<file path="src/rtl/assert_macros.svh">
// Assertion macros shared by the biquad RTL.
// No dependencies; included by the top level.
`ifndef ASSERT_MACROS_SVH
`define ASSERT_MACROS_SVH

// Same-cycle implication, disabled during reset.
`define BBL_ASSERT_IMPL(label, clk, rst, ante, cons) \
   label: assert property (@(posedge clk) disable iff (rst) (ante) |-> (cons)) \
      else $error("assertion failed");

// Next-cycle implication, disabled during reset.
`define BBL_ASSERT_NEXT(label, clk, rst, ante, cons) \
   label: assert property (@(posedge clk) disable iff (rst) (ante) |=> (cons)) \
      else $error("assertion failed");

`endif

</file>
<file path="src/rtl/bbl_pkg.sv">
// Types, constants, microcode ROM and rounding helper of the biquad low-pass.
// No dependencies; used by bbl_seq, bbl_dp and the top level.
package bbl_pkg;

   localparam int COEF_W  = 32;
   localparam int STATE_W = 32;
   localparam int PROD_W  = 64;
   localparam int SUM_W   = 35;
   localparam int SPLIT_W = 16;
   localparam int Q_FRAC  = 30;
   localparam int Y_ACC_W = 68;
   localparam int CSR_IDX_W = 2;

   localparam logic [CSR_IDX_W-1:0] CSR_FILTER_ENABLE = 2'd0;
   localparam logic [CSR_IDX_W-1:0] CSR_COEF_B0       = 2'd1;
   localparam logic [CSR_IDX_W-1:0] CSR_COEF_A1       = 2'd2;
   localparam logic [CSR_IDX_W-1:0] CSR_COEF_A2       = 2'd3;

   typedef logic [2:0] step_type;

   localparam step_type STEP_FETCH = 3'd0;
   localparam step_type STEP_FB1   = 3'd1;
   localparam step_type STEP_FB2   = 3'd2;
   localparam step_type STEP_SUM   = 3'd3;
   localparam step_type STEP_MHI   = 3'd4;
   localparam step_type STEP_MLO   = 3'd5;
   localparam step_type STEP_OUT   = 3'd6;
   localparam step_type STEP_PASS  = 3'd7;

   typedef enum logic [1:0] {MUL_A_A1, MUL_A_A2, MUL_A_B0} mul_a_type;
   typedef enum logic [1:0] {MUL_B_W1, MUL_B_W2, MUL_B_SH, MUL_B_SL} mul_b_type;
   typedef enum logic [2:0] {
      DP_NONE, DP_SUB1, DP_SUB2, DP_SUM, DP_YHI, DP_EMIT_Y, DP_EMIT_RAW
   } dp_op_type;
   typedef enum logic [1:0] {SEQ_NEXT, SEQ_FETCH, SEQ_EMIT} seq_op_type;

   typedef struct packed {
      seq_op_type seq_op;
      step_type   target;
      mul_a_type  mul_a;
      mul_b_type  mul_b;
      dp_op_type  dp_op;
   } ucode_type;

   typedef struct packed {
      mul_a_type mul_a;
      mul_b_type mul_b;
      dp_op_type op;
      logic      load;
      logic      emit;
   } dp_ctrl_type;

   typedef struct packed {
      logic out_free;
   } dp_stat_type;

   // Control store: one word per step.
   function automatic ucode_type ucode_rom(step_type s);
      ucode_type w;
      unique case (s)
         STEP_FETCH: w = '{SEQ_FETCH, STEP_PASS,  MUL_A_A1, MUL_B_W1, DP_NONE};
         STEP_FB1:   w = '{SEQ_NEXT,  STEP_FETCH, MUL_A_A2, MUL_B_W2, DP_SUB1};
         STEP_FB2:   w = '{SEQ_NEXT,  STEP_FETCH, MUL_A_A1, MUL_B_W1, DP_SUB2};
         STEP_SUM:   w = '{SEQ_NEXT,  STEP_FETCH, MUL_A_A1, MUL_B_W1, DP_SUM};
         STEP_MHI:   w = '{SEQ_NEXT,  STEP_FETCH, MUL_A_B0, MUL_B_SH, DP_NONE};
         STEP_MLO:   w = '{SEQ_NEXT,  STEP_FETCH, MUL_A_B0, MUL_B_SL, DP_YHI};
         STEP_OUT:   w = '{SEQ_EMIT,  STEP_FETCH, MUL_A_B0, MUL_B_SL, DP_EMIT_Y};
         STEP_PASS:  w = '{SEQ_EMIT,  STEP_FETCH, MUL_A_A1, MUL_B_W1, DP_EMIT_RAW};
         default:    w = '{SEQ_NEXT,  STEP_FETCH, MUL_A_A1, MUL_B_W1, DP_NONE};
      endcase
      return w;
   endfunction

   // Round a Q2.30 by state product back to the state format, half up.
   function automatic logic signed [PROD_W-Q_FRAC-1:0] round_q30(logic signed [PROD_W-1:0] p);
      logic signed [PROD_W-1:0] t;
      t = p + (PROD_W'(1) <<< (Q_FRAC - 1));
      return t[PROD_W-1:Q_FRAC];
   endfunction

endpackage

</file>
<file path="src/rtl/butterworth_biquad_lowpass_unit.sv">
// Second-order low-pass biquad (direct form II), microcoded.
// Upstream: request beat req_sample_in on req_valid/req_ready; downstream: response
// beat rsp_sample_out/rsp_guard_hit on rsp_valid/rsp_ready; csr_* writes the
// enable bit and the Q2.30 coefficients b0, a1, a2 (write only when idle).
// A filtered sample runs the fetch, two feedback, sum, high and low product and
// output steps in order; a pass-through sample (filter disabled) runs fetch and
// its output step only. The control program runs the four coefficient products
// through one shared 32x32 multiplier; a new request is taken only at the fetch
// step, after the last sample has been emitted.
// The output register holds one finished beat; the sequencer waits at its
// output step while that beat is stalled, so req_ready stays low until the
// receiver takes it. A new request is taken while the last response still waits.
// Reset clears the delay line, the coefficients and the enable bit, empties the
// output register and returns the step counter to the fetch step.
// Depends on bbl_pkg, bbl_seq, bbl_dp and assert_macros.svh.
`include "assert_macros.svh"

module butterworth_biquad_lowpass_unit #(
   parameter int SAMPLE_WIDTH    = 16,
   parameter int STATE_FRAC_BITS = 8
) (
   input  logic                           clock,
   input  logic                           reset,
   input  logic                           req_valid,
   output logic                           req_ready,
   input  logic signed [SAMPLE_WIDTH-1:0] req_sample_in,
   output logic                           rsp_valid,
   input  logic                           rsp_ready,
   output logic signed [SAMPLE_WIDTH-1:0] rsp_sample_out,
   output logic                           rsp_guard_hit,
   input  logic                           csr_write_en,
   input  logic [bbl_pkg::CSR_IDX_W-1:0]  csr_index,
   input  logic [bbl_pkg::COEF_W-1:0]     csr_wdata
);
   import bbl_pkg::*;

   // configuration registers
   logic                     filter_enable_ff;
   logic signed [COEF_W-1:0] coef_b0_ff, coef_a1_ff, coef_a2_ff;

   dp_ctrl_type ctrl;
   dp_stat_type stat;
   step_type    step;

   always_ff @(posedge clock) begin
      if (reset) begin
         filter_enable_ff <= 1'b0;
         coef_b0_ff       <= '0;
         coef_a1_ff       <= '0;
         coef_a2_ff       <= '0;
      end else if (csr_write_en) begin
         unique case (csr_index)
            CSR_FILTER_ENABLE: filter_enable_ff <= csr_wdata[0];
            CSR_COEF_B0:       coef_b0_ff       <= csr_wdata;
            CSR_COEF_A1:       coef_a1_ff       <= csr_wdata;
            CSR_COEF_A2:       coef_a2_ff       <= csr_wdata;
            default: ;
         endcase
      end
   end

   // step counter and control store
   bbl_seq u_seq (
      .clock         (clock),
      .reset         (reset),
      .req_valid     (req_valid),
      .req_ready     (req_ready),
      .filter_enable (filter_enable_ff),
      .stat          (stat),
      .ctrl          (ctrl),
      .step          (step)
   );

   // arithmetic, delay line and output register
   bbl_dp #(
      .SAMPLE_WIDTH    (SAMPLE_WIDTH),
      .STATE_FRAC_BITS (STATE_FRAC_BITS)
   ) u_dp (
      .clock          (clock),
      .reset          (reset),
      .ctrl           (ctrl),
      .stat           (stat),
      .sample_in      (req_sample_in),
      .coef_b0        (coef_b0_ff),
      .coef_a1        (coef_a1_ff),
      .coef_a2        (coef_a2_ff),
      .rsp_valid      (rsp_valid),
      .rsp_ready      (rsp_ready),
      .rsp_sample_out (rsp_sample_out),
      .rsp_guard_hit  (rsp_guard_hit)
   );

   // a beat is written into the output register only when it is free
   `BBL_ASSERT_IMPL(a_emit_slot_free, clock, reset, ctrl.emit, stat.out_free)
   // a filtered sample keeps the request side closed on the next cycle
   `BBL_ASSERT_NEXT(a_busy_after_fetch, clock, reset, req_valid && req_ready && filter_enable_ff, !req_ready && step == STEP_FB1)
   // a drained response without a new beat leaves the output empty
   `BBL_ASSERT_NEXT(a_drain_empties, clock, reset, rsp_valid && rsp_ready && !ctrl.emit, !rsp_valid)

endmodule

</file>
<file path="src/rtl/bbl_seq.sv">
// Microcode sequencer: step counter, control ROM lookup and conditional jumps.
// Depends on bbl_pkg.
module bbl_seq (
   input  logic                  clock,
   input  logic                  reset,
   input  logic                  req_valid,
   output logic                  req_ready,
   input  logic                  filter_enable,
   input  bbl_pkg::dp_stat_type  stat,
   output bbl_pkg::dp_ctrl_type  ctrl,
   output bbl_pkg::step_type     step
);
   import bbl_pkg::*;

   step_type  step_ff;
   step_type  step_in;
   ucode_type word;

   assign word = ucode_rom(step_ff);
   assign step = step_ff;

   always_ff @(posedge clock) begin
      if (reset) begin
         step_ff <= STEP_FETCH;
      end else begin
         step_ff <= step_in;
      end
   end

   always_comb begin
      step_in    = step_ff;
      req_ready  = 1'b0;
      ctrl.mul_a = word.mul_a;
      ctrl.mul_b = word.mul_b;
      ctrl.op    = word.dp_op;
      ctrl.load  = 1'b0;
      ctrl.emit  = 1'b0;
      unique case (word.seq_op)
         SEQ_FETCH: begin
            req_ready = 1'b1;
            if (req_valid) begin
               ctrl.load = 1'b1;
               step_in   = filter_enable ? step_type'(step_ff + 1'b1) : word.target;
            end
         end
         SEQ_EMIT: begin
            // hold until the output register can take the beat
            if (stat.out_free) begin
               ctrl.emit = 1'b1;
               step_in   = word.target;
            end
         end
         SEQ_NEXT: begin
            step_in = step_type'(step_ff + 1'b1);
         end
         default: begin
            step_in = STEP_FETCH;
         end
      endcase
   end

endmodule

</file>
<file path="src/rtl/bbl_dp.sv">
// Datapath: shared 32x32 multiplier, w0/sum/output accumulators, delay line,
// output register. Depends on bbl_pkg; driven by bbl_seq.
module bbl_dp #(
   parameter int SAMPLE_WIDTH    = 16,
   parameter int STATE_FRAC_BITS = 8
) (
   input  logic                                    clock,
   input  logic                                    reset,
   input  bbl_pkg::dp_ctrl_type                    ctrl,
   output bbl_pkg::dp_stat_type                    stat,
   input  logic signed [SAMPLE_WIDTH-1:0]          sample_in,
   input  logic signed [bbl_pkg::COEF_W-1:0]       coef_b0,
   input  logic signed [bbl_pkg::COEF_W-1:0]       coef_a1,
   input  logic signed [bbl_pkg::COEF_W-1:0]       coef_a2,
   output logic                                    rsp_valid,
   input  logic                                    rsp_ready,
   output logic signed [SAMPLE_WIDTH-1:0]          rsp_sample_out,
   output logic                                    rsp_guard_hit
);
   import bbl_pkg::*;

   localparam int XS_W  = SAMPLE_WIDTH + STATE_FRAC_BITS;
   localparam int W0_W  = ((XS_W > 34) ? XS_W : 34) + 2;
   localparam int TOTAL = Q_FRAC + STATE_FRAC_BITS;
   localparam int YSH_W = Y_ACC_W - TOTAL;
   localparam int RND_W = PROD_W - Q_FRAC;

   localparam logic signed [W0_W-1:0] I32_MAX = W0_W'(64'sd2147483647);
   localparam logic signed [W0_W-1:0] I32_MIN = W0_W'(-64'sd2147483648);
   localparam logic signed [Y_ACC_W-1:0] Y_RND = Y_ACC_W'(1) <<< (TOTAL - 1);
   localparam logic signed [YSH_W-1:0] S_MAX = YSH_W'((1 << (SAMPLE_WIDTH - 1)) - 1);
   localparam logic signed [YSH_W-1:0] S_MIN = YSH_W'(-(1 << (SAMPLE_WIDTH - 1)));

   logic signed [SAMPLE_WIDTH-1:0] x_ff;
   logic signed [STATE_W-1:0]      w1_ff, w2_ff;
   logic signed [W0_W-1:0]         w0_ff, w0_in;
   logic                           guard_ff, guard_in;
   logic signed [SUM_W-1:0]        s_ff, s_in;
   logic signed [PROD_W-1:0]       prod_ff, prod_in;
   logic signed [PROD_W-1:0]       yacc_ff, yacc_in;
   logic                           rsp_valid_ff, rsp_valid_in;
   logic signed [SAMPLE_WIDTH-1:0] out_ff;
   logic                           out_guard_ff;

   logic signed [COEF_W-1:0]       mul_a;
   logic signed [STATE_W-1:0]      mul_b;
   logic signed [W0_W-1:0]         xs, w0_next;
   logic signed [STATE_W-1:0]      xs_sat;
   logic signed [RND_W-1:0]        prod_rnd;
   logic signed [Y_ACC_W-1:0]      y_full;
   logic signed [YSH_W-1:0]        y_sh;
   logic signed [SAMPLE_WIDTH-1:0] y_sat;

   // multiplier operand selection
   always_comb begin
      case (ctrl.mul_a)
         MUL_A_A1: mul_a = coef_a1;
         MUL_A_A2: mul_a = coef_a2;
         MUL_A_B0: mul_a = coef_b0;
         default:  mul_a = coef_a1;
      endcase
      case (ctrl.mul_b)
         MUL_B_W1: mul_b = w1_ff;
         MUL_B_W2: mul_b = w2_ff;
         MUL_B_SH: mul_b = STATE_W'($signed(s_ff[SUM_W-1:SPLIT_W]));
         MUL_B_SL: mul_b = STATE_W'({1'b0, s_ff[SPLIT_W-1:0]});
         default:  mul_b = w1_ff;
      endcase
   end

   assign prod_in  = mul_a * mul_b;
   assign prod_rnd = round_q30(prod_ff);

   assign xs      = W0_W'(x_ff) <<< STATE_FRAC_BITS;
   assign xs_sat  = (xs > I32_MAX) ? STATE_W'(I32_MAX) :
                    (xs < I32_MIN) ? STATE_W'(I32_MIN) : xs[STATE_W-1:0];
   assign w0_next = w0_ff - W0_W'(prod_rnd);

   assign y_full = (Y_ACC_W'(yacc_ff) <<< SPLIT_W) + Y_ACC_W'(prod_ff) + Y_RND;
   assign y_sh   = y_full[Y_ACC_W-1:TOTAL];
   assign y_sat  = (y_sh > S_MAX) ? S_MAX[SAMPLE_WIDTH-1:0] :
                   (y_sh < S_MIN) ? S_MIN[SAMPLE_WIDTH-1:0] : y_sh[SAMPLE_WIDTH-1:0];

   always_comb begin
      w0_in    = w0_ff;
      guard_in = guard_ff;
      s_in     = s_ff;
      yacc_in  = yacc_ff;
      unique case (ctrl.op)
         DP_SUB1: w0_in = xs - W0_W'(prod_rnd);
         DP_SUB2: begin
            // overflow guard: fall back to the scaled sample
            if (w0_next > I32_MAX || w0_next < I32_MIN) begin
               w0_in    = W0_W'(xs_sat);
               guard_in = 1'b1;
            end else begin
               w0_in    = w0_next;
               guard_in = 1'b0;
            end
         end
         DP_SUM: s_in = SUM_W'($signed(w0_ff[STATE_W-1:0])) + (SUM_W'(w1_ff) <<< 1)
                        + SUM_W'(w2_ff);
         DP_YHI: yacc_in = prod_ff;
         DP_NONE, DP_EMIT_Y, DP_EMIT_RAW: ;
         default: ;
      endcase
   end

   assign stat.out_free = !rsp_valid_ff || rsp_ready;
   assign rsp_valid_in  = ctrl.emit ? 1'b1 : (rsp_ready ? 1'b0 : rsp_valid_ff);

   always_ff @(posedge clock) begin
      if (reset) begin
         rsp_valid_ff <= 1'b0;
         w1_ff        <= '0;
         w2_ff        <= '0;
      end else begin
         rsp_valid_ff <= rsp_valid_in;
         if (ctrl.emit && ctrl.op == DP_EMIT_Y) begin
            w2_ff <= w1_ff;
            w1_ff <= w0_ff[STATE_W-1:0];
         end
      end
   end

   always_ff @(posedge clock) begin
      prod_ff  <= prod_in;
      w0_ff    <= w0_in;
      guard_ff <= guard_in;
      s_ff     <= s_in;
      yacc_ff  <= yacc_in;
      if (ctrl.load) begin
         x_ff <= sample_in;
      end
      if (ctrl.emit) begin
         out_ff       <= (ctrl.op == DP_EMIT_Y) ? y_sat : x_ff;
         out_guard_ff <= (ctrl.op == DP_EMIT_Y) ? guard_ff : 1'b0;
      end
   end

   assign rsp_valid      = rsp_valid_ff;
   assign rsp_sample_out = out_ff;
   assign rsp_guard_hit  = out_guard_ff;

endmodule
</file>
<file path="config.mk">
export PLATFORM = sky130hd
export DESIGN_NAME = butterworth_biquad_lowpass_unit
export DESIGN_NICKNAME = d
export VERILOG_FILES = /design/src/rtl/bbl_pkg.sv /design/src/rtl/butterworth_biquad_lowpass_unit.sv /design/src/rtl/bbl_seq.sv /design/src/rtl/bbl_dp.sv
export VERILOG_INCLUDE_DIRS = /design/src /design/src/rtl
export SDC_FILE = /design/constraint.sdc
export NUM_CORES = 2
export LEC_CHECK = 0
export BUFFER_PORTS_ARGS = -buffer_cell sky130_fd_sc_hd__buf_4
export CAP_MARGIN = 20
export CORE_MARGIN = 1
export CORE_UTILIZATION = 70
export CTS_CLUSTER_SIZE = 30
export DETAILED_ROUTE_END_ITERATION = 10
export PLACE_DENSITY = 0.87
export SKIP_CTS_REPAIR_TIMING = 1
export SYNTH_ARGS = -nofsm -noshare
export SYNTH_HDL_FRONTEND = slang
export SYNTH_SLANG_ARGS = --single-unit
export TNS_END_PERCENT = 100
</file>
<file path="constraint.sdc">
create_clock -name clock -period 14.64 [get_ports clock]
set_clock_uncertainty 0.15 [all_clocks]
set_input_delay 1.464 -clock clock [delete_from_list [all_inputs] [get_ports clock]]
set_output_delay 1.464 -clock clock [all_outputs]
set_load 0.1 [all_outputs]
</file>
==> run metrics <==
Worst EP arrival=12.51 ns; wire length of the first global-routing pass=293.4 mm; Critical Path RT=14.98 ns; Root Driver=clkbuf_16; Final Hold Vio Count=0; Worst R2R Setup Slack=2.47 ns; GPL Wtd Cong=1.063; syn nets=8047; vias in the first global route=51130; register area share after synthesis=16.15%; MaxCap Viol Count=0; unique cell type count in the Yosys netlist=98; Mean Syn Cell Area=9.025 um2; Post-synth EDFFs=157; fin crit period=12.17 ns; RR Endpoint=u_dp.prod_ff[62]$_DFF_P_; Die Span Y=291.2 um; grt total ovfl=0; total negative slack=0 ns; leak pwr=0.02900 uW; hold-critical path depth=0; crit end category=register; Synth-to-Final Area Change=5.975%; Worst Max-Slew Pin Slew=1.254 ns; Max Clk Rate=82.16 MHz; min-delay src=u_dp.prod_ff[2]$_DFF_P_; starting density of the core=71.08%; TritonCTS clock tree=yes; most used cell, CP=fa_1; Row Count=105; VDD IR-drop max=0.1395 mV; Vias=48746; Clock Tree Buf Depth=3; CTS Buf Count=44; clk_lat worst skew=0.64 ns; Layout fillers=5515; H-tree depth=2; Total Power=9144 uW; # clock sinks=394; worst-path maximum fanout=60; first drt pass iteration count=8; antenna violations before repair=13; final cycle utilization of the critical path=83.14%; Async SR Flop Fraction=0%; Slew HR=16.41%; port bufs=73; synthesis warning total=0; Routed WL=192.9 mm; # IOs=74; RSZ-0062 raised after global routing=false; Vias per Instance=6.440; Max Slew Vio Count=0; status=complete, no violations; Post-synth top flop=dfxtp_1; Routed WL per cell=25.49 um; total DRC errors in the routed layout=0; P per Cell Area=147.4 mW/mm2; post-route antenna net violation count=0; Core Area=0.08237 mm2; Slowest-stage cell, CP=dfxtp_2; largest net degree at the start of global routing=97; Total GRT Usage=46.44%; Iter 0 DRT Violations=5879; Die ar.=0.08481 mm2; flops & latches, synth=394; synthesized instance count=6488; Clk pin slew, worst setup/hold paths=0.06 ns; detailed placement HPWL=146.9 mm; endpoints failing setup=0; Syn Std Cell Area=0.05855 mm2; layout cells sized above 1=5.471%; hold path endpoint=u_dp.yacc_ff[2]$_DFFE_PN_; Final Net Count=8012; kind of critical path=reg -> reg; startpoint types=register; FF-to-FF path depth=29; type of the worst min-delay path=reg -> reg; Die Wd=291.2 um; Worst R2R Start=u_seq.word[6]$_SDFF_PN0_; Slowest Stage Delay on Critical Path=1.00 ns
## cell usage after synthesis (9+ instances only)
master       n  area share [%]
inv_1     1140             7.3
nand4_1     21            0.22
nand2b_1    34            0.36
nand3_1     58            0.50
and4_1       9            0.13
dfxtp_1    237             8.1
o21ai_1     75            0.64
nand2_1    991             6.4
nor2_1     663             4.3
xor2_1      64            0.96
nor2b_1     24            0.26
buf_1       26            0.17
a22oi_1     36            0.46
and2_1      35            0.37
mux2i_1     44            0.75
or3_1       12            0.13
and3_1      30            0.32
a211o_1     11            0.16
a211oi_1    17            0.22
ha_1       388             8.3
mux2_2      15            0.29
nor4_1       9           0.096
nor3_1      42            0.36
xnor2_1    143             2.1
a21oi_1    354             3.0
a21o_1      91             1.2
edfxtp_1   157             8.1
a31oi_1     23            0.25
o21bai_1    20            0.26
clkbuf_1   237             1.5
fa_1      1116              38
o21a_1      93             1.2
o21ai_0     96            0.82
o211ai_1    12            0.15
## cells by family (layout without fill, tap and decap cells)
kind of cell,after synthesis,count (layout),share of synthesized area (%)
and+or+nand+nor,1970,1970,13.94
adders and majority gates,1504,1504,46.45
buffers and inverters,1415,1416,9.150
AOI/OAI and AO/OA,936,936,10.08
DFF,394,394,16.15
xor gates and xnor gates,208,208,3.124
muxes,61,61,1.098
other,0,10,0
## routing by layer
layer  routed length (um)  track usage (%)
met4                18010            34.02
met5                   70           0.3403
met2                82870            69.12
met3                29320            16.84
met1                62650            55.70
## layout by cell type, fill, tap and decap left out, types with 36 or more instances in the layout
cell | netlist | final
xor2_1 | 64 | 64
nor2_1 | 663 | 660
fa_1 | 1116 | 1116
buf_4 | 1 | 185
a21oi_1 | 354 | 354
inv_1 | 1140 | 1140
o21ai_1 | 75 | 60
a22oi_1 | 36 | 36
o21ai_0 | 96 | 85
clkbuf_16 | 0 | 47
edfxtp_1 | 157 | 157
nand3_1 | 58 | 58
ha_1 | 388 | 387
nor3_1 | 42 | 42
xnor2_1 | 143 | 143
a21o_1 | 91 | 91
o21a_1 | 93 | 93
nand2_1 | 991 | 990
dfxtp_1 | 237 | 235
mux2i_1 | 44 | 43
## worst max-delay path: cells and delay by family, from the launching register on
family	cells	cell delay, ns
fa+ha+maj	10	5.81
compound gates	9	2.46
buf+inv	4	1.55
flops	1	1.00
simple gates	5	0.86
xor+xnor	1	0.15
## worst max path at each step
stage,cells after the start,to,start,slack [ns]
2_1_floorplan,37,u_dp.prod_ff[63]$_DFF_P_,u_seq.word[6]$_SDFF_PN0_,4.93
3_3_place_gp,29,u_dp.prod_ff[62]$_DFF_P_,u_seq.word[6]$_SDFF_PN0_,2.92
3_5_place_dp,29,u_dp.prod_ff[62]$_DFF_P_,u_seq.word[6]$_SDFF_PN0_,2.76
4_1_cts,29,u_dp.prod_ff[62]$_DFF_P_,u_seq.word[6]$_SDFF_PN0_,2.73
5_1_grt,29,u_dp.prod_ff[62]$_DFF_P_,u_seq.word[6]$_SDFF_PN0_,1.96
6_report,29,u_dp.prod_ff[62]$_DFF_P_,u_seq.word[6]$_SDFF_PN0_,2.47
## sequential cells by signal (all words and copies together), names as in the netlist, 32 cells and up
| name | count |
|---|---|
| u_dp.w1_ff | 32 |
| u_dp.w0_ff | 36 |
| u_dp.prod_ff | 64 |
| coef_b0_ff | 32 |
| coef_a1_ff | 32 |
| u_dp.yacc_ff | 52 |
| u_dp.w2_ff | 32 |
| u_dp.s_ff | 35 |
| coef_a2_ff | 32 |
## layout make-up
cell class              count  area, um2  area share, %
diodes                     10      25.02        0.04033
clock buffers              56       1250          2.014
clock inverters            26      275.3         0.4436
inverters                1144       4294          6.920
multi-input cells        4679      43900          70.75
flip-flops and latches    394       9462          15.25
well taps                1070       1339          2.158
repair buffers            190       1503          2.422
## power by group
group | leakage (uW) | internal (uW) | total, uW | switching (uW)
Clock | 0.000750 | 667 | 1190 | 525
Combinational | 0.0249 | 2140 | 6180 | 4040
Sequential | 0.00338 | 1470 | 1770 | 307
## through the flow
step	hold slack [ns]	utilization, %	cell area (um2)	instances	worst slack, ns
3_5_place_dp	0.2387	73.35	60420	7473	2.765
2_1_floorplan	0.2355	-	58550	6488	4.925
4_1_cts	0.2528	75.20	61940	7555	2.727
3_3_place_gp	0.2354	73.30	60380	7471	2.919
5_1_grt	0.2605	75.32	62040	7565	1.959
6_report	0.2537	75.33	62050	7569	2.468
No activity file was read; power rests on OpenSTA's default activity.
